File: src/ptsim_pkg.sv
// Package with payload types, codes and helpers shared by the particle table files.
package ptsim_pkg;

  localparam logic [1:0] OP_SPAWN = 2'd0;
  localparam logic [1:0] OP_TICK  = 2'd1;
  localparam logic [1:0] OP_READ  = 2'd2;

  localparam logic [1:0] STAT_OK     = 2'd0;
  localparam logic [1:0] STAT_FULL   = 2'd1;
  localparam logic [1:0] STAT_BADIDX = 2'd2;

  localparam logic CFG_FADE   = 1'b0;
  localparam logic CFG_FIZZLE = 1'b1;

  typedef struct packed {
    logic [1:0]         opcode;
    logic [23:0]        tick_dt;
    logic signed [31:0] spawn_pos_x;
    logic signed [31:0] spawn_pos_y;
    logic signed [31:0] spawn_vel_x;
    logic signed [31:0] spawn_vel_y;
    logic signed [31:0] spawn_acc_x;
    logic signed [31:0] spawn_acc_y;
    logic [23:0]        spawn_life;
    logic [31:0]        spawn_size;
    logic [7:0]         spawn_alpha;
    logic [7:0]         entry_index;
  } ptsim_in_t;

  typedef struct packed {
    logic [1:0]         status;
    logic [8:0]         live_count;
    logic signed [31:0] out_pos_x;
    logic signed [31:0] out_pos_y;
    logic [23:0]        out_life;
    logic [31:0]        out_size;
    logic [7:0]         out_alpha;
  } ptsim_out_t;

  typedef struct packed {
    logic signed [31:0] pos_x;
    logic signed [31:0] pos_y;
    logic signed [31:0] vel_x;
    logic signed [31:0] vel_y;
    logic signed [31:0] acc_x;
    logic signed [31:0] acc_y;
    logic [23:0]        life;
    logic [31:0]        size;
    logic [7:0]         alpha;
  } ptsim_entry_t;

  typedef struct packed {
    logic        start;
    logic        short_mode;
    logic [55:0] dividend;
    logic [23:0] divisor;
  } ptsim_div_req_t;

  typedef struct packed {
    logic        done;
    logic [31:0] quot;
  } ptsim_div_rsp_t;

  typedef enum logic [4:0] {
    ST_IDLE, ST_RDOUT, ST_LOOP, ST_FETCH, ST_CHECK, ST_COPY,
    ST_MUL_AX, ST_ADD_VX, ST_MUL_VX, ST_ADD_PX,
    ST_MUL_AY, ST_ADD_VY, ST_MUL_VY, ST_ADD_PY,
    ST_MUL_AL, ST_DIV_AL, ST_MUL_SZ, ST_DIV_SZ, ST_WRITE, ST_DONE
  } ptsim_state_e;

  // x + floor(p / 2^16), saturated to 32-bit signed
  function automatic logic signed [31:0] sat_add(logic signed [31:0] x,
                                                 logic signed [57:0] p);
    logic signed [57:0] sh;
    logic signed [41:0] s;
    sh = p >>> 16;
    s  = 42'(x) + sh[41:0];
    if (s[41:31] == {11{1'b0}} || s[41:31] == {11{1'b1}}) begin
      return s[31:0];
    end else if (s[41]) begin
      return 32'sh8000_0000;
    end else begin
      return 32'sh7FFF_FFFF;
    end
  endfunction

endpackage

File: src/ptsim_div.sv
// Restoring divider, one quotient bit per cycle, 8 or 32 quotient bits.
module ptsim_div (
  input  logic                     clk_i,
  input  logic                     rst_ni,
  input  ptsim_pkg::ptsim_div_req_t req_i,
  output ptsim_pkg::ptsim_div_rsp_t rsp_o
);

  logic        busy_q, done_q;
  logic [5:0]  cnt_q;
  logic [23:0] rem_q;
  logic [31:0] bits_q;
  logic [31:0] quot_q;
  logic [24:0] trial;
  logic [24:0] diff;
  logic        ge;

  assign trial = {rem_q, bits_q[31]};
  assign diff  = trial - {1'b0, req_i.divisor};
  assign ge    = trial >= {1'b0, req_i.divisor};

  always_ff @(posedge clk_i or negedge rst_ni) begin
    if (!rst_ni) begin
      busy_q <= 1'b0;
      done_q <= 1'b0;
      cnt_q  <= '0;
    end else begin
      done_q <= !req_i.start && busy_q && (cnt_q == 6'd1);
      if (req_i.start) begin
        busy_q <= 1'b1;
        cnt_q  <= req_i.short_mode ? 6'd8 : 6'd32;
      end else if (busy_q) begin
        cnt_q <= cnt_q - 6'd1;
        if (cnt_q == 6'd1) begin
          busy_q <= 1'b0;
        end
      end
    end
  end

  always_ff @(posedge clk_i) begin
    if (req_i.start) begin
      quot_q <= '0;
      if (req_i.short_mode) begin
        rem_q  <= req_i.dividend[31:8];
        bits_q <= {req_i.dividend[7:0], 24'd0};
      end else begin
        rem_q  <= req_i.dividend[55:32];
        bits_q <= req_i.dividend[31:0];
      end
    end else if (busy_q) begin
      rem_q  <= ge ? diff[23:0] : trial[23:0];
      bits_q <= {bits_q[30:0], 1'b0};
      quot_q <= {quot_q[30:0], ge};
    end
  end

  assign rsp_o.done = done_q;
  assign rsp_o.quot = quot_q;

endmodule

File: config.mk
export PLATFORM = sky130hd
export DESIGN_NAME = ptsim_div
export DESIGN_NICKNAME = d
export VERILOG_FILES = /design/src/ptsim_pkg.sv /design/src/ptsim_div.sv
export SDC_FILE = /design/constraint.sdc
export NUM_CORES = 1
export LEC_CHECK = 0
export BUFFER_PORTS_ARGS = -buffer_cell sky130_fd_sc_hd__buf_4
export CORE_ASPECT_RATIO = 0.5
export CORE_MARGIN = 5
export CORE_UTILIZATION = 60
export CTS_BUF_LIST = sky130_fd_sc_hd__clkbuf_4 sky130_fd_sc_hd__clkbuf_8
export DETAILED_ROUTE_END_ITERATION = 16
export PLACE_DENSITY = 0.95
export SLEW_MARGIN = 20
export SYNTH_ARGS = -nofsm -noshare
export SYNTH_HDL_FRONTEND = slang
export SYNTH_SLANG_ARGS = --single-unit
File: constraint.sdc
create_clock -name clk_i -period 4.4 [get_ports clk_i]
set_input_delay 0.66 -clock clk_i [delete_from_list [all_inputs] [get_ports clk_i]]
set_output_delay 0.66 -clock clk_i [all_outputs]
set_load 0.1 [all_outputs]
# After elaboration in Yosys (flattened, before gate mapping)
# Cells that the tools add are included.
# word_totals
ff_bits,96
input_bits,84
output_inout_bits,33
wordCells,27
# classes
n_addsub,2
order_cmp,1
n_eq_ne,1
mux,13
reduce_logical,4
# op_table
operator,count
24-bit 2-to-1 mux,4
32-bit 2-to-1 mux,3
25-bit by 24-bit >= comparator with 1-bit output,1
24-bit subtractor,1
6-bit 2-to-1 mux,3
6-bit by 1-bit equality test with 1-bit output (second input constant),1
6-bit by 1-bit subtractor with 6-bit output (second input constant),1
1-bit 2-to-1 mux,3
1-bit logical AND,2
2-bit nonzero test,1
1-bit zero test,1

# Depth between registers and ports, before layout
# Gate-level depths: netlist (run 1).
# depth
ltp_word,4
mapped_depth,12
mapped_depth_nobuf,12

# Worst setup path before layout (run 1)
# OpenSTA, ideal clock, no wires.
# synth_path
kind,input-to-reg
from,input port req_i[0] (netlist name)
to,"register rem_q[10], data pin"
setup_ns,0.256
t_arrival_ns,2.527
required_ns,4.144
path_slack_ns,1.617
cell_stages,11
n_path_buf,0
path_cell_list,ha_1 > inv_1 > fa_1 > a211oi_1 > o21ai_1 > a21oi_1 > o21bai_1 > a21o_1 > a21oi_1 > xnor2_1 > a31o_2
# synth_via
elab_chain_cells,4
word_cells_on_any_way,5
classes_between,add/sub: 1; order compare: 1; mux: 3
# synth_lines
item,line,rtl
start: declaration,ptsim_div.sv:5,"input ptsim_pkg::ptsim_div_req_t req_i,"
24-bit subtractor / 25-bit by 24-bit >= comparator with 1-bit output (equally long branches),"ptsim_div.sv:19, ptsim_div.sv:20",
24-bit 2-to-1 mux *,ptsim_div.sv:52,rem_q <= ge ? diff[23:0] : trial[23:0];
24-bit 2-to-1 mux *,ptsim_div.sv:51,end else if (busy_q) begin
24-bit 2-to-1 mux *,ptsim_div.sv:42,if (req_i.start) begin
end signal: assignment,ptsim_div.sv:45,rem_q <= req_i.dividend[31:8];
end signal: assignment,ptsim_div.sv:48,rem_q <= req_i.dividend[55:32];
end signal: assignment,ptsim_div.sv:52,
end: declaration,ptsim_div.sv:11,logic [23:0] rem_q;
# Every way passes the cells marked *; elsewhere a longest branch is shown, timed or not. The select of a mux whose other input is x is not followed.
# A chain may end at the register's enable or synchronous reset.

# Final worst setup path (run 1)
# layout_path
from,register rem_q[0]
to,"register rem_q[0], data pin"
# layout_via
elab_chain_cells,4
# layout_lines
item,line,rtl
25-bit by 24-bit >= comparator with 1-bit output,ptsim_div.sv:20,"assign ge = trial >= {1'b0, req_i.divisor};"
24-bit 2-to-1 mux,ptsim_div.sv:52,
24-bit 2-to-1 mux,ptsim_div.sv:51,
24-bit 2-to-1 mux,ptsim_div.sv:42,
# Every way passes these cells. The select of a mux whose other input is x is not followed.

==> results of run 1 <==
[routing by layer]
layer	share of wire [%]	vias to the layer above	routed length, um	global-route usage, %
met4	2.3	0	342	7.19
met1	41	2361	6090	32.0
met2	49	243	7290	43.5
met3	8.3	44	1250	7.41
met5	0	-	0	0
li1	-	2339	-	-
[registers in the layout, indices dropped and copies added, names as in the netlist]
| name | count |
|---|---|
| rem_q | 24 |
| cnt_q | 6 |
| quot_q | 32 |
| busy_q | 1 |
| done_q | 1 |
| bits_q | 32 |
[report_power, final]
group	leakage (uW)	switching, uW	internal (uW)
registers	0.000965	140	1190
logic	0.00222	1080	741
clock network	0.000104	327	273
total	0.00329	1540	2210
[final timing paths]
check,end,startpoint,depth (start not counted),slack [ns]
max in group asynchronous,busy_q,rst_ni,1,4.18
worst max register to register,rem_q[0],rem_q[0],10,1.08
min in group clk_i,quot_q[31],quot_q[31],2,0.53
worst min register to register,quot_q[31],quot_q[31],2,0.53
worst max-delay path,rem_q[0],rem_q[0],10,1.08
worst min-delay path,cnt_q[0],rst_ni,1,0.07
[logic make-up after synthesis]
group	synth area share [%]
adders and majority gates	6.00
xor gates and xnor gates	3.04
muxes	11.1
and+or+nand+nor	12.0
DFF	43.8
AOI/OAI and AO/OA	17.8
buffers and inverters	6.26
[cells in the mapped netlist (8+ instances only)]
library cell | instances | area share (%)
sky130_fd_sc_hd__nand2_1 | 45 | 2.9
sky130_fd_sc_hd__nor3_1 | 8 | 0.70
sky130_fd_sc_hd__xnor2_1 | 14 | 2.1
sky130_fd_sc_hd__clkbuf_1 | 15 | 0.98
sky130_fd_sc_hd__mux2i_1 | 63 | 11
sky130_fd_sc_hd__edfxtp_1 | 56 | 29
sky130_fd_sc_hd__dfrtp_1 | 8 | 3.5
sky130_fd_sc_hd__buf_1 | 11 | 0.72
sky130_fd_sc_hd__nor2_1 | 69 | 4.5
sky130_fd_sc_hd__a211oi_1 | 17 | 2.2
sky130_fd_sc_hd__o21ai_0 | 39 | 3.4
sky130_fd_sc_hd__a21o_1 | 16 | 2.1
sky130_fd_sc_hd__dfxtp_1 | 32 | 11
sky130_fd_sc_hd__a21oi_1 | 41 | 3.6
sky130_fd_sc_hd__ha_1 | 26 | 5.6
sky130_fd_sc_hd__inv_1 | 55 | 3.6
[through the flow]
| stage | util (%) | hold WS [ns] | setup WS (ns) | power [uW] | area (um^2) |
|---|---|---|---|---|---|
| floorplan | - | 0.364 | 1.62 | 2710 | 5760 |
| global placement | 71.0 | 0.478 | 0.947 | 3030 | 6680 |
| detailed placement | 71.0 | 0.481 | 0.825 | 3110 | 6680 |
| CTS | 73.1 | 0.0643 | 1.12 | 3720 | 6880 |
| global route | 73.1 | 0.0463 | 0.919 | 3980 | 6880 |
| finish | 73.1 | 0.0750 | 1.08 | 3750 | 6880 |
[cell type report]
| type | count | area (um^2) |
|---|---|---|
| clock inverters | 6 | 66.3 |
| well taps | 135 | 169 |
| multi-input cells | 421 | 2880 |
| clock buffers | 10 | 131 |
| inverters | 55 | 206 |
| fillers | 649 | 2530 |
| repair buffers | 121 | 908 |
| flip-flops and latches | 96 | 2520 |
==> results.env, run 1 <==
OUTCOME='completed'
TIMING.CRITICAL_PATH.FANOUT_MAX=18
POWER_LEAKAGE_uW=0.00329
POSTCTSSETUPREPAIRBUFS=0
CLOCK.FMAX_GHz=0.301
SERIES_OF_CELL_INSTANCES_ALONG_THE_CRITICAL_PATH='ha_1 -> nor2b_1 -> o31a_1 -> o2111ai_2 -> a21oi_2 -> o21ai_2 -> buf_4 -> nor2_1 -> a211oi_1 -> a21oi_1'
SYNTH_CELLS=607
ANTENNA_CELLS_INSERTED=0
DIE_WIDTH_UM=149
WORST_PATH_DOMINANT_CELL_FAMILY='compound AO/OA/AOI/OAI gates'
POWER-PER-CELL-AREA_nW_PER_UM2=545
KIND_OF_END_POINT_OF_THE_CRITICAL_PATH='register'
ANTENNA_LEFT=0
SETUP.WORST_PATH.START_CLASS='register'
FINAL_TNS_SETUP_NS=0
CTS_HOLD_BUFFERS=0
PLACE_INST=828
START_UTIL_PCT=61.2
DETAIL_ROUTE.DRC_VIOLATIONS=0
FINAL_CELL_MIX='sky130_fd_sc_hd__buf_4 (121), sky130_fd_sc_hd__nor2_1 (69), sky130_fd_sc_hd__mux2i_1 (63)'
ROUTEDWLPERCELL_UM=17.7
CTS_MAX_LEVEL=3
REL_SLEW_SLACK_PCT=33.0
POST_CTS_RESIZE_COUNT=0
POST_DRT_VIA_CELL_RATIO=5.91
MAX-VDD-IR-DROP_mV=0.292
LAYOUTNONFILLERINSTCOUNT=844
CLKSLEWWORSTSETUPHOLDPATHS_NS=0.10
CP_SLOWEST_STAGE_DELAY_NS=0.63
CLOCKROOTBUFFER='sky130_fd_sc_hd__clkbuf_8'
SLOWEST_STAGE='sky130_fd_sc_hd__o21ai_2'
GRT_ANTENNA_BEFORE_REPAIR=0
DESIGN.DIE.AREA_UM2=11800
CRITICAL_PATH_REQUIRED_NS=4.50
GRTUSAGETOTAL_PCT=25.6
ARRIVAL_TIME_REPORTED_FOR_THE_CRITICAL_PATH_ENDPOINT_NS=3.42
DIE_HEIGHT_UM=79.3
VIAS_IN_THE_FIRST_GLOBAL_ROUTE=4797
POSTSYNTHNETCOUNT=718
POST_SYNTH.CELL_AREA_AVG_UM2=9.49
FP.COREAREA_UM2=9420
SYNTHESIS.YOSYS.WARNINGS=0
PERIOD_SHARE_PCT=75.5
SYNTH_ENABLE_FLOP_CELLS=56
MAXIMUM_NUMBER_OF_PINS_ON_ONE_NET_BEFORE_GLOBAL_ROUTE_REPAIR=83
NNETSFINAL=815
LAYOUT_COMMONEST_CELL='sky130_fd_sc_hd__buf_4'
POST-DP-HPWL_UM=10800
POSTSYNTH.TOPFLOPCELL='sky130_fd_sc_hd__edfxtp_1'
FINAL-SETUP-VIOL-COUNT=0
FINAL_HOLD_VIOL_COUNT=0
SYNTH.FF_LATCH_COUNT=96
WORST_HOLD_PATH_TYPE='input pin to asynchronous set/reset pin'
SETUP_REPAIR_AFTER_GLOBAL_ROUTING_MISSED_ITS_MARGIN='false'
CLOCK_TREE_FROM_TRITONCTS='done'
CTS.PATH.MAX_BUFFERS=2
PLACEMENT_ROWS=25
SETUP.WORST_PATH.CLASS='register to register'
PATH_BUF_INV=1
GP_CONGESTION=0.874
FIN_SKEW_NS=0.0131
CLOCK_INSERTION_DELAY_WORST_SKEW_NS=0.38
TOP_LEVEL_PORTS=117
CLOCK_SINK_COUNT=96
SLEW_VIOLATIONS=0
TOTAL_DETAILED_ROUTING_WIRELENGTH_UM=15000
INITIALDRTVIOLATIONCOUNT=521
CTS_INSERTED_BUFFERS=9
GRT_FIRST_PASS_WIRELENGTH_UM=23900
SYNTHARSTFLOPSHARE_PCT=8.33
PORT_BUFFERS=116
MAXCAPVIOLATIONS=0
YOSYSUNIQUECELLTYPES=57
DRTPASS1ITERATIONS=5
FINAL.MIN_CLOCK_PERIOD_NS=3.32
LAYOUT_CELLS_SIZED_ABOVE_1_PCT=21.9
AREA_DELTA_SYNTH_FINAL_PCT=19.5
YS_SEQ_AREA_SHARE_PCT=43.8
VIAS=4987
TIGHTESTPINTRANSITION_NS=1.00
GLOBALROUTE.TOTALOVERFLOW=0
POST_SYNTH_INSTANCE_AREA_UM2=5760
Power figures use the tool's default switching activity.
==> inputs of run 2 (changes only) <==
--- a/config.mk
+++ b/config.mk
@@ -8,10 +8,10 @@
 export BUFFER_PORTS_ARGS = -buffer_cell sky130_fd_sc_hd__buf_4
 export CORE_ASPECT_RATIO = 0.5
 export CORE_MARGIN = 5
-export CORE_UTILIZATION = 60
+export CORE_UTILIZATION = 52
 export CTS_BUF_LIST = sky130_fd_sc_hd__clkbuf_4 sky130_fd_sc_hd__clkbuf_8
 export DETAILED_ROUTE_END_ITERATION = 16
-export PLACE_DENSITY = 0.95
+export PLACE_DENSITY = 0.91
 export SLEW_MARGIN = 20
 export SYNTH_ARGS = -nofsm -noshare
 export SYNTH_HDL_FRONTEND = slang
==> constraint.sdc (replaced) <==
create_clock -name clk_i -period 3 [get_ports clk_i]
set_input_delay 0.45 -clock clk_i [delete_from_list [all_inputs] [get_ports clk_i]]
set_output_delay 0.45 -clock clk_i [all_outputs]
set_load 0.1 [all_outputs]
==> results.env, run 2 (synthesis results as in run 1) <==
DESIGN.DIE.AREA_UM2=13400
NNETSFINAL=821
WORST_HOLD_PATH.NUM_CELLS=3
MAXIMUM_NUMBER_OF_PINS_ON_ONE_NET_BEFORE_GLOBAL_ROUTE_REPAIR=71
CLOCK.FMAX_GHz=0.356
CLKSLEWWORSTSETUPHOLDPATHS_NS=0.11
SERIES_OF_CELL_INSTANCES_ALONG_THE_CRITICAL_PATH='inv_1 -> ha_1 -> inv_1 -> fa_1 -> a211oi_2 -> o21ai_1 -> a21oi_1 -> o21bai_1 -> a21o_1 -> a21oi_1 -> xnor2_1 -> a31o_2'
MULTIINPUTGATEAREA_UM2=2900
DIE_HEIGHT_UM=84.4
LAYOUT_COMMONEST_CELL='sky130_fd_sc_hd__buf_4'
TOP_LEVEL_PORTS=117
PERIOD_SHARE_PCT=93.6
REG2REG_DEPTH=12
CLOCK_SINK_COUNT=96
CLOCK_TREE_FROM_TRITONCTS='done'
FINAL-SETUP-VIOL-COUNT=0
POST_DRT_VIA_CELL_RATIO=5.69
ROUTEDWLPERCELL_UM=16.7
REG2REG_SETUP_SLACK_NS=0.19
CTS_MAX_LEVEL=3
POST-DP-HPWL_UM=10600
OUTCOME='completed'
ARRIVAL_TIME_REPORTED_FOR_THE_CRITICAL_PATH_ENDPOINT_NS=2.95
DETAIL_ROUTE.DRC_VIOLATIONS=0
ANTENNA_LEFT=0
KIND_OF_END_POINT_OF_THE_CRITICAL_PATH='register'
MAX-VDD-IR-DROP_mV=0.343
CLOCKROOTBUFFER='sky130_fd_sc_hd__clkbuf_8'
HOLD_PATH.STARTPOINT='req_i[43]'
R2R-START='bits_q[31]'
REG_TOP3='bits_q (32), quot_q (32), rem_q (24)'
CTS.PATH.MAX_BUFFERS=2
TIMING.CRITICAL_PATH.FANOUT_MAX=4
START_UTIL_PCT=52.8
GRTUSAGETOTAL_PCT=20.9
TIGHTESTPINTRANSITION_NS=0.661
INITIALDRTVIOLATIONCOUNT=329
GP_CONGESTION=0.911
FILLERINSTANCES=840
MAXCAPVIOLATIONS=0
SLOWEST_STAGE='sky130_fd_sc_hd__fa_1'
DETAILEDPLACE.WORSTSLACK_NS=0.0729
CLOCK_INSERTION_DELAY_WORST_SKEW_NS=0.37
DESTINATION_OF_THE_WORST_REGISTER_TO_REGISTER_TIMING_PATH='rem_q[10]'
ANTENNA_CELLS_INSERTED=0
LAYOUT_CELLS_SIZED_ABOVE_1_PCT=22.9
SEQUENTIAL_CELL_AREA_UM2=2520
TOTAL_DETAILED_ROUTING_WIRELENGTH_UM=14300
SETUP.WORST_PATH.CLASS='register to register'
SETUP_REPAIR_AFTER_GLOBAL_ROUTING_MISSED_ITS_MARGIN='false'
FINAL_CELL_MIX='sky130_fd_sc_hd__buf_4 (124), sky130_fd_sc_hd__nor2_1 (69), sky130_fd_sc_hd__mux2i_1 (63)'
REL_SLEW_SLACK_PCT=56.0
DRTPASS1ITERATIONS=5
MIN_TO='bits_q[19]'
POWER-PER-CELL-AREA_nW_PER_UM2=792
POWER_LEAKAGE_uW=0.00332
DIE_WIDTH_UM=159
FINAL_HOLD_VIOL_COUNT=0
FINAL_WORST_PATH_SETUP_SLACK_NS=0.191
FINAL.MIN_CLOCK_PERIOD_NS=2.81
GLOBALROUTE.TOTALOVERFLOW=0
SLEW_VIOLATIONS=0
PLACEMENT_ROWS=27
FIN_SKEW_NS=0.0128
CRITICAL_PATH_REQUIRED_NS=3.14
GRT_FIRST_PASS_WIRELENGTH_UM=23500
GRT_ANTENNA_BEFORE_REPAIR=0
FP.COREAREA_UM2=10900
AREA_DELTA_SYNTH_FINAL_PCT=21.1
CTS_INSERTED_BUFFERS=9
VIAS=4892
WORST_HOLD_PATH_TYPE='input pin to register'
VIAS_IN_THE_FIRST_GLOBAL_ROUTE=5035
PORT_BUFFERS=116
FINAL_TNS_SETUP_NS=0
SETUP.WORST_PATH.START_CLASS='register'
CP_SLOWEST_STAGE_DELAY_NS=0.44
run 2: cell count changes in the layout (fill, tap and decap cells not counted), sizes merged:
cell         change
buf              +5
bufinv           -1
clkbuf           -1
clkinvlp         +1
dlygate4sd3      +1
inv              +1
run 2: layer usage:
layer | wire length, um | track usage (%) | up-vias
met2 | 7040 | 35.7 | 166
li1 | - | - | 2350
met5 | 0 | 0 | -
met4 | 405 | 8.27 | 0
met3 | 901 | 5.39 | 38
met1 | 6000 | 25.5 | 2338
run 2: cell type report:
class,instances,area share (%)
flip-flops and latches,96,36.2
clock buffers,9,1.78
clock inverters,7,1.04
multi-input cells,421,41.5
repair buffers,127,13.9
well taps,145,2.60
inverters,55,2.96
run 2: worst max path at each step:
stage / start / to / slack (ns) / cells after the start
2_1_floorplan: req_i[0] / rem_q[10] / 0.43 / 11
3_3_place_gp: req_i[0] / rem_q[10] / 0.17 / 12
3_5_place_dp: req_i[8] / rem_q[5] / 0.07 / 12
4_1_cts: rem_q[7] / rem_q[1] / 0.19 / 10
5_1_grt: rem_q[0] / rem_q[6] / 0.02 / 10
6_report: bits_q[31] / rem_q[10] / 0.19 / 12
run 2: where the power goes:
part	switching (uW)	internal, uW
Sequential	182	1750
Combinational	1610	1140
Clock	524	326
Total	2310	3210
run 2: critical path, delay by kind of cell (launching register included):
family          cells  cell delay [ns]
buf+inv             2             0.13
xor+xnor            1             0.10
fa+ha+maj           2             0.60
compound gates      7             1.36
flops               1             0.40
run 2: what timing repair did:
action,in CTS,in global routing
gates resized for setup,0,4
endpoints found under the hold margin,8,0
endpoints found under the setup margin,0,4
hold buffers,1,0
setup buffers,0,0
run 2: stage by stage:
step                      hold slack, ns  utilization [%]  power [uW]  instances  cell area, um^2
after global placement             0.273             61.8        4480        843             6750
after global routing               0.367             63.9        5890        860             6980
after CTS                          0.359             63.7        5450        860             6950
after detailed placement           0.274             61.8        4580        843             6750
final                              0.367             63.9        5530        860             6980
after floorplan                    0.154                -        3970        607             5760
==> inputs of run 3 (changes only) <==
--- a/config.mk
+++ b/config.mk
@@ -5,6 +5,7 @@
 export SDC_FILE = /design/constraint.sdc
 export NUM_CORES = 1
 export LEC_CHECK = 0
+export ABC_AREA = 1
 export BUFFER_PORTS_ARGS = -buffer_cell sky130_fd_sc_hd__buf_4
 export CORE_ASPECT_RATIO = 0.5
 export CORE_MARGIN = 5
==> results.env, run 3 <==
POWER_LEAKAGE_uW=0.00383
GRT_ANTENNA_BEFORE_REPAIR=0
CTS_HOLD_BUFFERS=1
INITIALDRTVIOLATIONCOUNT=546
ROUTED-WL-MET3_UM=1250
SYNTH_ENABLE_FLOP_CELLS=56
POSTCTSSETUPREPAIRBUFS=0
SETUP.WORST_PATH.START_CLASS='register'
GRT_FIRST_PASS_WIRELENGTH_UM=26400
SETUP.WORST_PATH.CLASS='register to register'
MULTIINPUTGATEAREA_UM2=2870
DESIGN.DIE.AREA_UM2=14400
PORT_BUFFERS=116
PERIOD_SHARE_PCT=86.7
CP_SLOWEST_STAGE_DELAY_NS=0.48
YOSYSTOPAREACELLSHARE_PCT=27.1
HOLD_PATH.STARTPOINT='req_i[81]'
FINISH.UTILIZATION_PCT=63.3
POWER_SHARE_OF_THE_CLOCK_GROUP_PCT=13.7
FILLERINSTANCES=977
SYNTHESIS.YOSYS.WARNINGS=0
DESTINATION_OF_THE_WORST_REGISTER_TO_REGISTER_TIMING_PATH='rem_q[8]'
SYNTH.FF_LATCH_COUNT=96
SERIES_OF_CELL_INSTANCES_ALONG_THE_CRITICAL_PATH='ha_1 -> nand2_1 -> nor2_1 -> nand2_1 -> nor3_2 -> nand2_2 -> nand3_4 -> nand2_1 -> nand3_1 -> nand2_1'
LAYOUT_CELLS_SIZED_ABOVE_1_PCT=16.9
LAYOUTNONFILLERINSTCOUNT=1117
POST_SYNTH_INSTANCE_AREA_UM2=6210
FINAL_WORST_HOLD_SLACK_NS=0.292
REG2REG_SETUP_SLACK_NS=0.40
YS_SEQ_AREA_SHARE_PCT=40.6
NNETSFINAL=1058
GLOBALROUTE.TOTALOVERFLOW=0
CRITICAL_PATH_REQUIRED_NS=3.11
SYNTH_CELLS=840
AREA_DELTA_SYNTH_FINAL_PCT=19.4
PLACEMENT.CELL_AREA_UM2=7230
PLACEMENT_ROWS=28
KIND_OF_END_POINT_OF_THE_CRITICAL_PATH='register'
SEQ_POWER_SHARE_PCT=33.0
TIMING.CRITICAL_PATH.FANOUT_MAX=25
SEQUENTIAL_CELL_AREA_UM2=2520
FINAL_TNS_SETUP_NS=0
SETUP_REPAIR_AFTER_GLOBAL_ROUTING_MISSED_ITS_MARGIN='false'
CTS_MAX_LEVEL=3
PLACE_INST=1100
SHARE_COMB_OF_TOTAL_POWER_PCT=53.2
FIN_SKEW_NS=0.00939
DRTPASS1ITERATIONS=5
SW_FRAC_OF_TOTAL_PCT=45.9
TOP_LEVEL_PORTS=117
REG2REG_DEPTH=10
FINAL_CELL_MIX='sky130_fd_sc_hd__nand2_1 (254), sky130_fd_sc_hd__inv_1 (176), sky130_fd_sc_hd__buf_4 (123)'
MAXIMUM_NUMBER_OF_PINS_ON_ONE_NET_BEFORE_GLOBAL_ROUTE_REPAIR=57
ARRIVAL_TIME_REPORTED_FOR_THE_CRITICAL_PATH_ENDPOINT_NS=2.71
MET2ROUTEDLENGTH_UM=8070
DETAIL_ROUTE.DRC_VIOLATIONS=0
CLOCK.FMAX_GHz=0.384
REG_TOP3='bits_q (32), quot_q (32), rem_q (24)'
GP_CONGESTION=0.963
ANTENNA_CELLS_INSERTED=0
SYNTHARSTFLOPSHARE_PCT=8.33
CLOCKROOTBUFFER='sky130_fd_sc_hd__clkbuf_8'
R2R-START='rem_q[14]'
CLKSLEWWORSTSETUPHOLDPATHS_NS=0.09
MIN_TO='cnt_q[4]'
POSTSYNTHNETCOUNT=951
CLOCK_SINK_COUNT=96
YOSYSUNIQUECELLTYPES=39
GRTUSAGETOTAL_PCT=22.8
FINAL.MIN_CLOCK_PERIOD_NS=2.60
NETLIST.TOP_CELL.BY_AREA='sky130_fd_sc_hd__edfxtp_1'
M1WIRELENGTH_UM=6900
SLOWEST_STAGE='sky130_fd_sc_hd__edfxtp_1'
SYNTH_TOP_CELLS_BY_AREA='sky130_fd_sc_hd__edfxtp_1 (27%), sky130_fd_sc_hd__nand2_1 (15%), sky130_fd_sc_hd__inv_1 (11%), sky130_fd_sc_hd__dfxtp_1 (10%), sky130_fd_sc_hd__ha_1 (5.2%)'
POST_DRT_VIA_CELL_RATIO=5.33
WORST_HOLD_PATH_TYPE='input pin to register'
TIGHTESTPINTRANSITION_NS=0.678
YS_TOP_CELLS_BY_COUNT='sky130_fd_sc_hd__nand2_1 (254), sky130_fd_sc_hd__inv_1 (176), sky130_fd_sc_hd__edfxtp_1 (56)'
POWER.INTERNAL_uW=3180
TOTAL_SWITCHING_POWER_uW=2690
CLOCK_TREE_FROM_TRITONCTS='done'
CLOCK_INSERTION_DELAY_WORST_SKEW_NS=0.37
DIE_WIDTH_UM=165
SLEW_VIOLATIONS=0
ROUTEDWLPERCELL_UM=14.8
DIE_HEIGHT_UM=87.3
POST_CTS_RESIZE_COUNT=0
HIGHEST_LAYER='met4'
POSTSYNTH.TOPFLOPCELL='sky130_fd_sc_hd__edfxtp_1'
POWER-PER-CELL-AREA_nW_PER_UM2=792
MAX-VDD-IR-DROP_mV=0.364
LAYOUT_COMMONEST_CELL='sky130_fd_sc_hd__nand2_1'
ANTENNA_LEFT=0
OUTCOME='completed'
MAXCAPVIOLATIONS=0
TOTAL_DETAILED_ROUTING_WIRELENGTH_UM=16500
VIAS_IN_THE_FIRST_GLOBAL_ROUTE=5718
FP.COREAREA_UM2=11700
CTS_INSERTED_BUFFERS=9
CTS.PATH.MAX_BUFFERS=2
REL_SLEW_SLACK_PCT=54.7
CP_COMMON_CELL='sky130_fd_sc_hd__nand2_1'
FIN_AREA_UM2=7420
POST-DP-HPWL_UM=12600
WORST_HOLD_PATH.NUM_CELLS=2
FINAL-SETUP-VIOL-COUNT=0
START_UTIL_PCT=53.0
YOSYS.CELL_COUNT.TOP_TYPE='sky130_fd_sc_hd__nand2_1'
VIAS=5950
FINAL_HOLD_VIOL_COUNT=0
POST_SYNTH.CELL_AREA_AVG_UM2=7.40
run 3: changes by cell type in the layout (fill, tap and decap cells not counted), sizes merged, moves of 18 or more:
cell    delta
a21oi     -27
nand2    +212
nand3     +37
mux2i     -63
a211oi    -18
inv      +128
nand4     +28
o21ai     -32
o22ai     +31
a22oi     +19
nor2      -33
run 3: layout make-up:
| cell class | instances | area share, % |
|---|---|---|
| inverter | 184 | 9.30 |
| tap | 165 | 2.78 |
| multi-input combinational | 531 | 38.6 |
| clock buffer | 11 | 1.96 |
| timing repair buffer | 125 | 12.8 |
| clock inverter | 5 | 0.539 |
| sequential | 96 | 34.0 |
run 3: power groups by stage:
stage	Combinational [uW]	Sequential [uW]	Clock [uW]
final	3130	1940	807
after global routing	3500	1970	873
after CTS	3090	1930	810
after detailed placement	3050	1960	0
after global placement	2960	1950	0
after floorplan	2270	1980	0
run 3: how the worst max path moves through the flow:
| stage | start | endpoint | slack, ns |
|---|---|---|---|
| 2_1_floorplan | req_i[81] | busy_q | 0.20 |
| 3_3_place_gp | req_i[15] | rem_q[23] | 0.42 |
| 3_5_place_dp | req_i[15] | rem_q[17] | 0.37 |
| 4_1_cts | rem_q[14] | rem_q[8] | 0.43 |
| 5_1_grt | rem_q[15] | rem_q[10] | 0.22 |
| 6_report | rem_q[14] | rem_q[8] | 0.40 |
run 3: worst max-delay path, delay by kind of cell, from the launching register on:
kind	cells	cell delay, ns
adders and majority gates	1	0.40
DFF	1	0.48
and+or+nand+nor	9	1.46
run 3: cells by family (layout without fill, tap and decap cells):
| logic type | after synthesis | count (layout) | synth area share (%) |
|---|---|---|---|
| and+or+nand+nor | 383 | 383 | 26.9 |
| adders and majority gates | 27 | 27 | 5.56 |
| buffers and inverters | 213 | 325 | 13.3 |
| xor gates and xnor gates | 11 | 11 | 1.55 |
| DFF | 96 | 96 | 40.6 |
| AOI/OAI and AO/OA | 110 | 110 | 12.1 |
run 3: per-layer routing:
| metal | up-vias | track usage [%] |
|---|---|---|
| met1 | 2737 | 29.1 |
| met2 | 243 | 39.4 |
| met5 | - | 0 |
| li1 | 2941 | - |
| met4 | 0 | 7.70 |
| met3 | 29 | 4.49 |
run 3: metrics by stage:
step	total power (uW)	setup WS, ns
6_report	5880	0.399
5_1_grt	6340	0.221
4_1_cts	5830	0.425
3_5_place_dp	5010	0.371
3_3_place_gp	4910	0.418
2_1_floorplan	4260	0.204
